[config.mk]
export PLATFORM = sky130hd
export DESIGN_NAME = i2c_master_transfer_sequencer_flat
export DESIGN_NICKNAME = d
export VERILOG_FILES = /design/src/rtl/imts_pkg.sv /design/src/rtl/imts_if.sv /design/src/rtl/i2c_master_transfer_sequencer.sv /design/src/flat_wrapper.sv
export VERILOG_INCLUDE_DIRS = /design/src /design/src/rtl
export SDC_FILE = /design/constraint.sdc
export NUM_CORES = 1
export LEC_CHECK = 0
export BUFFER_PORTS_ARGS = -buffer_cell sky130_fd_sc_hd__buf_2
export CAP_MARGIN = 20
export CORE_UTILIZATION = 30
export CTS_CLUSTER_SIZE = 20
export DETAILED_ROUTE_END_ITERATION = 6
export GPL_TIMING_DRIVEN = 0
export PLACE_DENSITY_LB_ADDON = 0.1
export SETUP_SLACK_MARGIN = 0.05
export SLEW_MARGIN = 20
export SYNTH_ARGS = -nofsm -noshare
export SYNTH_HDL_FRONTEND = slang
export SYNTH_SLANG_ARGS = --single-unit
[constraint.sdc]
create_clock -name i_clk -period 6.6 [get_ports i_clk]
set_input_delay 0.99 -clock i_clk [delete_from_list [all_inputs] [get_ports i_clk]]
set_output_delay 0.99 -clock i_clk [all_outputs]
set_load 0.1 [all_outputs]
[src/rtl/assert_macros.svh]
// ----------------------------------------------------------------------------
// Assertion macros
// Shared concurrent assertion forms for the RTL.
// ----------------------------------------------------------------------------
`ifndef ASSERT_MACROS_SVH
`define ASSERT_MACROS_SVH

// same-cycle implication
`define ASSERT_IMPL(label, clk, rst_n, ante, cons) \
    label: assert property (@(posedge clk) disable iff (!rst_n) (ante) |-> (cons)) \
        else $error("%m: assertion failed");

// next-cycle implication
`define ASSERT_NEXT(label, clk, rst_n, ante, cons) \
    label: assert property (@(posedge clk) disable iff (!rst_n) (ante) |=> (cons)) \
        else $error("%m: assertion failed");

`endif

[src/rtl/imts_pkg.sv]
// ----------------------------------------------------------------------------
// I2C master transfer sequencer package
// Payload types, mode codes and controller status codes.
// ----------------------------------------------------------------------------
package imts_pkg;

    localparam int BUF_DEPTH_DEF = 16;

    localparam logic [1:0] MODE_APPEND = 2'd0;
    localparam logic [1:0] MODE_START  = 2'd1;
    localparam logic [1:0] MODE_STATUS = 2'd2;

    localparam logic [7:0] ST_START      = 8'h08;
    localparam logic [7:0] ST_RSTART     = 8'h10;
    localparam logic [7:0] ST_WADDR_ACK  = 8'h18;
    localparam logic [7:0] ST_WADDR_NACK = 8'h20;
    localparam logic [7:0] ST_WDATA_ACK  = 8'h28;
    localparam logic [7:0] ST_RADDR_ACK  = 8'h40;
    localparam logic [7:0] ST_RDATA_ACK  = 8'h50;
    localparam logic [7:0] ST_RDATA_NACK = 8'h58;

    typedef logic [7:0] t_byte;

    typedef struct packed {
        logic [1:0] mode;
        t_byte      data_byte;
        t_byte      slave_address;
        logic [4:0] read_length;
        t_byte      status_code;
    } t_in_item;

    typedef struct packed {
        t_byte      data_out;
        logic       data_out_valid;
        logic       ctl_valid;
        logic       set_start;
        logic       set_stop;
        logic       ack_enable;
        logic       transfer_done;
        logic       rx_valid;
        logic [3:0] rx_index;
        t_byte      rx_byte;
    } t_out_item;

endpackage

[src/rtl/imts_if.sv]
// ----------------------------------------------------------------------------
// I2C master transfer sequencer channels
// Valid/ready channels for input items and result items.
// ----------------------------------------------------------------------------
interface imts_in_if;
    logic               valid;
    logic               ready;
    imts_pkg::t_in_item data;

    modport source (output valid, output data, input ready);
    modport sink   (input valid, input data, output ready);
endinterface

interface imts_out_if;
    logic                valid;
    logic                ready;
    imts_pkg::t_out_item data;

    modport source (output valid, output data, input ready);
    modport sink   (input valid, input data, output ready);
endinterface

[src/rtl/i2c_master_transfer_sequencer.sv]
// ----------------------------------------------------------------------------
// I2C master transfer sequencer
// Turns controller status codes into address, data and START/STOP/ACK
// controls; keeps write and receive bytes in a synchronous buffer memory.
// ----------------------------------------------------------------------------
//  channel  | dir | payload
//  ---------+-----+-------------------------------------------------------
//  i_in     | in  | mode, data_byte, slave_address, read_length, status_code
//  o_out    | out | data_out, controls, transfer_done, rx_valid/index/byte
//
//  One transfer per cycle while i_in.ready is high; one result per transfer.
//  The read stage holds the buffer memory read (registered read port).
//  Synchronous active-low reset clears the counters, address and done flag;
//  the buffer needs no clearing pass.
//  A stalled output holds the result register; one more transfer is taken
//  into the read stage, then i_in.ready drops until o_out moves.
// ----------------------------------------------------------------------------
`include "assert_macros.svh"

module i2c_master_transfer_sequencer #(
    parameter int BUF_DEPTH = imts_pkg::BUF_DEPTH_DEF
) (
    input  logic           i_clk,
    input  logic           i_rst_n,
    imts_in_if.sink        i_in,
    imts_out_if.source     o_out
);

    localparam int CW = $clog2(BUF_DEPTH + 1);
    localparam int AW = (BUF_DEPTH > 1) ? $clog2(BUF_DEPTH) : 1;
    localparam int LW = (CW > 5) ? CW : 5;
    localparam int XW = (CW > 4) ? CW : 4;

    imts_pkg::t_in_item  din;
    imts_pkg::t_out_item s0_res;
    imts_pkg::t_out_item s1_res;

    logic [CW-1:0] r_len, n_len;
    logic [CW-1:0] r_offset, n_offset;
    imts_pkg::t_byte r_addr, n_addr;
    logic          r_done, n_done;

    imts_pkg::t_byte     r_mem [BUF_DEPTH];
    imts_pkg::t_byte     r_rd_data;
    logic                r_s1_valid;
    imts_pkg::t_out_item r_s1;
    logic                r_s1_mem;
    logic                r_out_valid;
    imts_pkg::t_out_item r_out;

    logic          in_acc;
    logic          s1_adv;
    logic          mem_we;
    logic          mem_re;
    logic          s0_mem;
    logic [AW-1:0] mem_waddr;
    logic [LW-1:0] rlen_ext;
    logic [LW-1:0] rlen_sat;
    logic [XW-1:0] offset_x;
    logic [CW:0]   off_p1;
    logic [CW:0]   off_p2;
    logic          off_lt_len;
    logic          off_lt_depth;

    assign din    = i_in.data;
    assign s1_adv = r_s1_valid && (!r_out_valid || o_out.ready);
    assign i_in.ready = !r_s1_valid || !r_out_valid || o_out.ready;
    assign in_acc = i_in.valid && i_in.ready;

    assign rlen_ext     = LW'(din.read_length);
    assign rlen_sat     = (rlen_ext > LW'(BUF_DEPTH)) ? LW'(BUF_DEPTH) : rlen_ext;
    assign offset_x     = XW'(r_offset);
    assign off_p1       = (CW+1)'(r_offset) + (CW+1)'(1);
    assign off_p2       = (CW+1)'(r_offset) + (CW+1)'(2);
    assign off_lt_len   = r_offset < r_len;
    assign off_lt_depth = r_offset < CW'(BUF_DEPTH);

    always_comb begin
        n_len     = r_len;
        n_offset  = r_offset;
        n_addr    = r_addr;
        n_done    = r_done;
        s0_res    = '0;
        mem_we    = 1'b0;
        mem_re    = 1'b0;
        s0_mem    = 1'b0;
        mem_waddr = r_offset[AW-1:0];
        case (din.mode)
            imts_pkg::MODE_APPEND: begin
                if (r_len < CW'(BUF_DEPTH)) begin
                    mem_we    = 1'b1;
                    mem_waddr = r_len[AW-1:0];
                    n_len     = r_len + CW'(1);
                end
            end
            imts_pkg::MODE_START: begin
                n_addr = din.slave_address;
                n_done = 1'b0;
                if (din.slave_address[0]) begin
                    n_len = CW'(rlen_sat);
                end
                s0_res.ctl_valid  = 1'b1;
                s0_res.set_start  = 1'b1;
                s0_res.ack_enable = 1'b1;
            end
            imts_pkg::MODE_STATUS: begin
                case (din.status_code)
                    imts_pkg::ST_START, imts_pkg::ST_RSTART: begin
                        s0_res.data_out       = r_addr;
                        s0_res.data_out_valid = 1'b1;
                        n_offset              = '0;
                        s0_res.ctl_valid      = 1'b1;
                        s0_res.ack_enable     = 1'b1;
                    end
                    imts_pkg::ST_WADDR_ACK, imts_pkg::ST_WDATA_ACK: begin
                        if (off_lt_len && off_lt_depth) begin
                            mem_re                = 1'b1;
                            s0_mem                = 1'b1;
                            s0_res.data_out_valid = 1'b1;
                            n_offset              = r_offset + CW'(1);
                            s0_res.ctl_valid      = 1'b1;
                            s0_res.ack_enable     = 1'b1;
                        end else begin
                            n_len             = '0;
                            n_done            = 1'b1;
                            s0_res.ctl_valid  = 1'b1;
                            s0_res.set_stop   = 1'b1;
                            s0_res.ack_enable = 1'b1;
                        end
                    end
                    imts_pkg::ST_RADDR_ACK: begin
                        if (off_lt_len) begin
                            s0_res.ctl_valid  = 1'b1;
                            s0_res.ack_enable = off_p1 < (CW+1)'(r_len);
                        end
                    end
                    imts_pkg::ST_RDATA_ACK: begin
                        if (off_lt_len) begin
                            mem_we            = 1'b1;
                            s0_res.rx_valid   = 1'b1;
                            s0_res.rx_index   = offset_x[3:0];
                            s0_res.rx_byte    = din.data_byte;
                            n_offset          = r_offset + CW'(1);
                            s0_res.ctl_valid  = 1'b1;
                            s0_res.ack_enable = off_p2 < (CW+1)'(r_len);
                        end
                    end
                    imts_pkg::ST_RDATA_NACK: begin
                        if (off_lt_depth) begin
                            mem_we          = 1'b1;
                            s0_res.rx_valid = 1'b1;
                            s0_res.rx_index = offset_x[3:0];
                            s0_res.rx_byte  = din.data_byte;
                            n_offset        = r_offset + CW'(1);
                        end
                        n_done            = 1'b1;
                        s0_res.ctl_valid  = 1'b1;
                        s0_res.set_stop   = 1'b1;
                        s0_res.ack_enable = 1'b1;
                    end
                    imts_pkg::ST_WADDR_NACK: begin
                        n_done            = 1'b1;
                        s0_res.ctl_valid  = 1'b1;
                        s0_res.set_stop   = 1'b1;
                        s0_res.ack_enable = 1'b1;
                    end
                    default: begin
                        n_done            = 1'b1;
                        s0_res.ctl_valid  = 1'b1;
                        s0_res.set_stop   = 1'b1;
                        s0_res.ack_enable = 1'b1;
                    end
                endcase
            end
            default: begin
            end
        endcase
        s0_res.transfer_done = n_done;
    end

    // buffer memory: one write port, one registered read port
    always_ff @(posedge i_clk) begin
        if (in_acc && mem_we) begin
            r_mem[mem_waddr] <= din.data_byte;
        end
        if (in_acc && mem_re) begin
            r_rd_data <= r_mem[r_offset[AW-1:0]];
        end
    end

    always_ff @(posedge i_clk) begin
        if (!i_rst_n) begin
            r_len       <= '0;
            r_offset    <= '0;
            r_addr      <= '0;
            r_done      <= 1'b0;
            r_s1_valid  <= 1'b0;
            r_out_valid <= 1'b0;
        end else begin
            if (in_acc) begin
                r_len    <= n_len;
                r_offset <= n_offset;
                r_addr   <= n_addr;
                r_done   <= n_done;
            end
            if (in_acc) begin
                r_s1_valid <= 1'b1;
            end else if (s1_adv) begin
                r_s1_valid <= 1'b0;
            end
            if (s1_adv) begin
                r_out_valid <= 1'b1;
            end else if (o_out.ready) begin
                r_out_valid <= 1'b0;
            end
        end
    end

    always_comb begin
        s1_res = r_s1;
        if (r_s1_mem) begin
            s1_res.data_out = r_rd_data;
        end
    end

    always_ff @(posedge i_clk) begin
        if (in_acc) begin
            r_s1     <= s0_res;
            r_s1_mem <= s0_mem;
        end
        if (s1_adv) begin
            r_out <= s1_res;
        end
    end

    assign o_out.valid = r_out_valid;
    assign o_out.data  = r_out;

    `ASSERT_NEXT(a_acc_fills_s1, i_clk, i_rst_n, in_acc, r_s1_valid)
    `ASSERT_NEXT(a_rd_hold, i_clk, i_rst_n, r_s1_valid && !s1_adv && !in_acc, $stable(r_rd_data))
    `ASSERT_IMPL(a_rx_has_ctl, i_clk, i_rst_n, r_out_valid && r_out.rx_valid, r_out.ctl_valid)
    `ASSERT_NEXT(a_start_clears_done, i_clk, i_rst_n, in_acc && (din.mode == imts_pkg::MODE_START), !r_done)

endmodule

[src/flat_wrapper.sv]
// flat-port wrapper written by rule: the top's interface ports become plain ports
module i2c_master_transfer_sequencer_flat 
#(
    parameter int BUF_DEPTH = imts_pkg::BUF_DEPTH_DEF
)
  (i_clk, i_rst_n, i_in_valid, i_in_data, i_in_ready, o_out_valid, o_out_data, o_out_ready);
  imts_in_if i_in_i ();
  imts_out_if o_out_i ();
  input  logic i_clk;
  input  logic i_rst_n;
  input wire logic [$bits(i_in_i.valid)-1:0] i_in_valid;
  input wire logic [$bits(i_in_i.data)-1:0] i_in_data;
  output wire logic [$bits(i_in_i.ready)-1:0] i_in_ready;
  output wire logic [$bits(o_out_i.valid)-1:0] o_out_valid;
  output wire logic [$bits(o_out_i.data)-1:0] o_out_data;
  input wire logic [$bits(o_out_i.ready)-1:0] o_out_ready;
  assign i_in_i.valid = i_in_valid;
  assign i_in_i.data = i_in_data;
  assign i_in_ready = i_in_i.ready;
  assign o_out_valid = o_out_i.valid;
  assign o_out_data = o_out_i.data;
  assign o_out_i.ready = o_out_ready;
  i2c_master_transfer_sequencer #(.BUF_DEPTH(BUF_DEPTH)) u_core (.i_clk(i_clk), .i_rst_n(i_rst_n), .i_in(i_in_i), .o_out(o_out_i));
endmodule
==> qor.yml <==
timing:
  rsz0062_at_grt: "false"
  clock_skew_ns: 0.00780
  finalCritPeriodShare_pct: 71.5
  setup_tns_ns: 0
  finalMaxSlewViolations: 0
  setup_violations: 0
  slew-limit-headroom_pct: 30.9
  fmax_mhz: 212
  worst_pin_slew_ns: 1.03
  fin_crit_ns: 4.72
  hold_viol_final: 0
synthesis:
  synthFlopType: "edfxtp_1"
  synth-edff-count: 191
  seq_area_frac_synth_pct: 68.6
  netlist_area_sq_mm: 0.00897
  avgSynthCellArea_sq_um: 16.6
  yosys_warnings: 0
  synthArstFlopShare_pct: 0
  synth_nets: 594
  yosysUniqueCellTypes: 66
  synth-seq-cells: 212
  netlist_instances: 540
drt:
  drt-initial-drc-count: 240
  wire_per_inst_microns: 20.4
  wl_microns: 21000
  vias: 5014
  drtAntennaViolNets: 0
  drc: 0
  vias_per_cell: 4.85
  firstDrtPassIters: 4
clock_tree:
  cts_inserted_buffers: 25
  htreeDepth: 1
  cts_sinks: 212
  cts-root-buf: "clkbuf_16"
  clock_latency_ns: 0.52
  cts.repair.resized: 0
  postCtsSetupBuffers: 0
  cts_tree: "built"
  cts.clk_slew.worst_paths_ns: 0.06
  cts_buffer_depth: 3
  cts_hold_buf: 0
place:
  gp_congestion: 0.768
  dp_hpwl_microns: 14600
  portBuffers: 61
  place_inst: 988
global_routing:
  track_usage_pct: 14.2
  grt_max_degree: 24
  antenna_found_initial: 0
  grt_pass1_vias: 5295
  grt-ovfl-total: 0
  grt_pass1_wl_microns: 32500
critical_path:
  critPathMostFrequentCell: "clkbuf_1"
  cp.required_ns: 6.74
  path_cells: "clkbuf_1 -> clkbuf_1 -> inv_1 -> ha_1 -> nor2b_1 -> a221oi_4 -> o211ai_1 -> a21oi_2 -> o221ai_1 -> nor2_1"
  crit_path_end_kind: "flop"
  timing_worst_setup_path_type: "reg -> reg"
  crit_fanout: 10
  worstPathArrival_ns: 4.85
  worst_setup_path_start_kind: "flop"
  path_delay_family: "compound AO/OA/AOI/OAI gates"
  crit_buf_inv: 3
  critical-path-slowest-cell: "nor2_1"
  cp_slowest_stage_delay_ns: 0.86
job:
  cap_violations: 0
cells_and_area:
  area_growth_syn_to_layout_pct: 19.0
  fin_nets: 685
  finalNonFillerCells: 1034
  antenna_cells: 0
  layout_commonest_cell: "edfxtp_1"
  final_cell_mix: "edfxtp_1, buf_2, mux4_2"
  drive_gt1_share_pct: 28.5
power_and_ir_drop:
  ir_drop_mv: 0.136
  p_leak_uw: 0.00360
  p_per_area_mw_per_mm2: 285
floorplan:
  initial_core_util_pct: 30.9
  die_y_microns: 175
  rows: 62
  die_x_microns: 175
  core_sq_mm: 0.0291
  dieArea_sq_mm: 0.0306
  num_io_pins: 64
hold_path:
  hp-class: "reg -> reg"
outcome:
  outcome: "completed"
sequential cells by signal, summed over array words and instances (netlist names):
register,count
u_core.r_s1_valid,1
u_core.r_addr,8
u_core.o_out.data,27
u_core.r_rd_data,8
u_core.r_mem,128
u_core.r_s1,27
u_core.o_out.valid,1
u_core.offset_x,5
u_core.r_len,5
u_core.r_s1_mem,1
u_core.r_done,1
through the flow:
stage	utilization (%)	power [uW]	instance area, sq um	hold WS [ns]	worst slack (ns)
CTS	36.7	3090	10700	0.419	1.81
finish	36.7	3050	10700	0.417	1.88
global placement	33.6	1690	9760	0.402	1.37
global route	36.7	3160	10700	0.423	1.54
detailed placement	33.9	1700	9860	0.406	1.84
floorplan	-	1640	8970	0.400	2.18
final timing paths:
kind,startpoint,to,slack (ns),cells after the start
worst min-delay path,u_core.r_s1[2]$_SDFFCE_PN0P_,u_core.o_out.data[2]$_DFFE_PP_,0.42,0
worst max-delay path,u_core.offset_x[1]$_SDFFE_PN0P_,u_core.r_mem[10][0]$_DFFE_PP_,1.88,10
worst max register to register,u_core.offset_x[1]$_SDFFE_PN0P_,u_core.r_mem[10][0]$_DFFE_PP_,1.88,10
worst min register to register,u_core.r_s1[2]$_SDFFCE_PN0P_,u_core.o_out.data[2]$_DFFE_PP_,0.42,0
per-layer routing:
metal / GRT usage (%) / share of wire [%] / routed length (microns) / up-vias
met4: 3.59 / 1.5 / 320 / 0
met5: 0 / 0 / 0 / -
li1: - / - / - / 2317
met1: 18.6 / 44 / 9240 / 2548
met3: 2.68 / 5.4 / 1140 / 27
met2: 24.1 / 49 / 10300 / 122
power by group:
part           total (uW)  switching, uW  internal, uW  leakage (uW)
clock network        1380            528           847      0.000406
logic                 180            133          46.4       0.00125
registers            1490           6.91          1480       0.00194
total                3050            668          2380       0.00360
cells by family (layout without fill, tap and decap cells):
logic type / after synthesis / after routing / share of synthesized area, %
flops: 212 / 212 / 68.6
simple gates: 141 / 141 / 8.52
compound gates: 69 / 69 / 5.88
mux: 52 / 52 / 11.5
xor+xnor: 6 / 6 / 0.586
fa+ha+maj: 19 / 19 / 2.65
buf+inv: 41 / 151 / 2.29
cell type report:
type,instances,area (sq um)
Inverter,14,52.6
Buffer,27,154
Multi-Input combinational cell,287,2650
Sequential cell,212,6160
Tap cell,384,480
Clock buffer,28,637
Clock inverter,18,189
Fill cell,2787,18400
Timing Repair Buffer,64,368
synthesized netlist by cell type, types with 3 or more instances:
master / n / share of area [%]
o211ai_1: 4 / 0.33
clkbuf_1: 12 / 0.50
nor4_1: 3 / 0.21
a21boi_0: 10 / 0.84
a211oi_1: 3 / 0.25
nand3_1: 14 / 0.78
and2_1: 22 / 1.5
nor3_1: 15 / 0.84
nor3b_1: 3 / 0.25
nor2_1: 20 / 0.84
xnor2_1: 4 / 0.39
o21ai_0: 9 / 0.50
nand3b_1: 3 / 0.25
inv_1: 13 / 0.54
nand2_1: 33 / 1.4
nand2b_1: 3 / 0.21
buf_6: 3 / 0.38
mux4_2: 40 / 10
mux2_2: 8 / 1.0
buf_4: 3 / 0.25
mux2i_1: 4 / 0.45
a31oi_1: 8 / 0.56
ha_1: 19 / 2.6
nor2b_1: 8 / 0.56
buf_2: 6 / 0.33
a21oi_1: 8 / 0.45
dfxtp_1: 21 / 4.7
edfxtp_1: 191 / 64
Power figures use the tool's default switching activity.
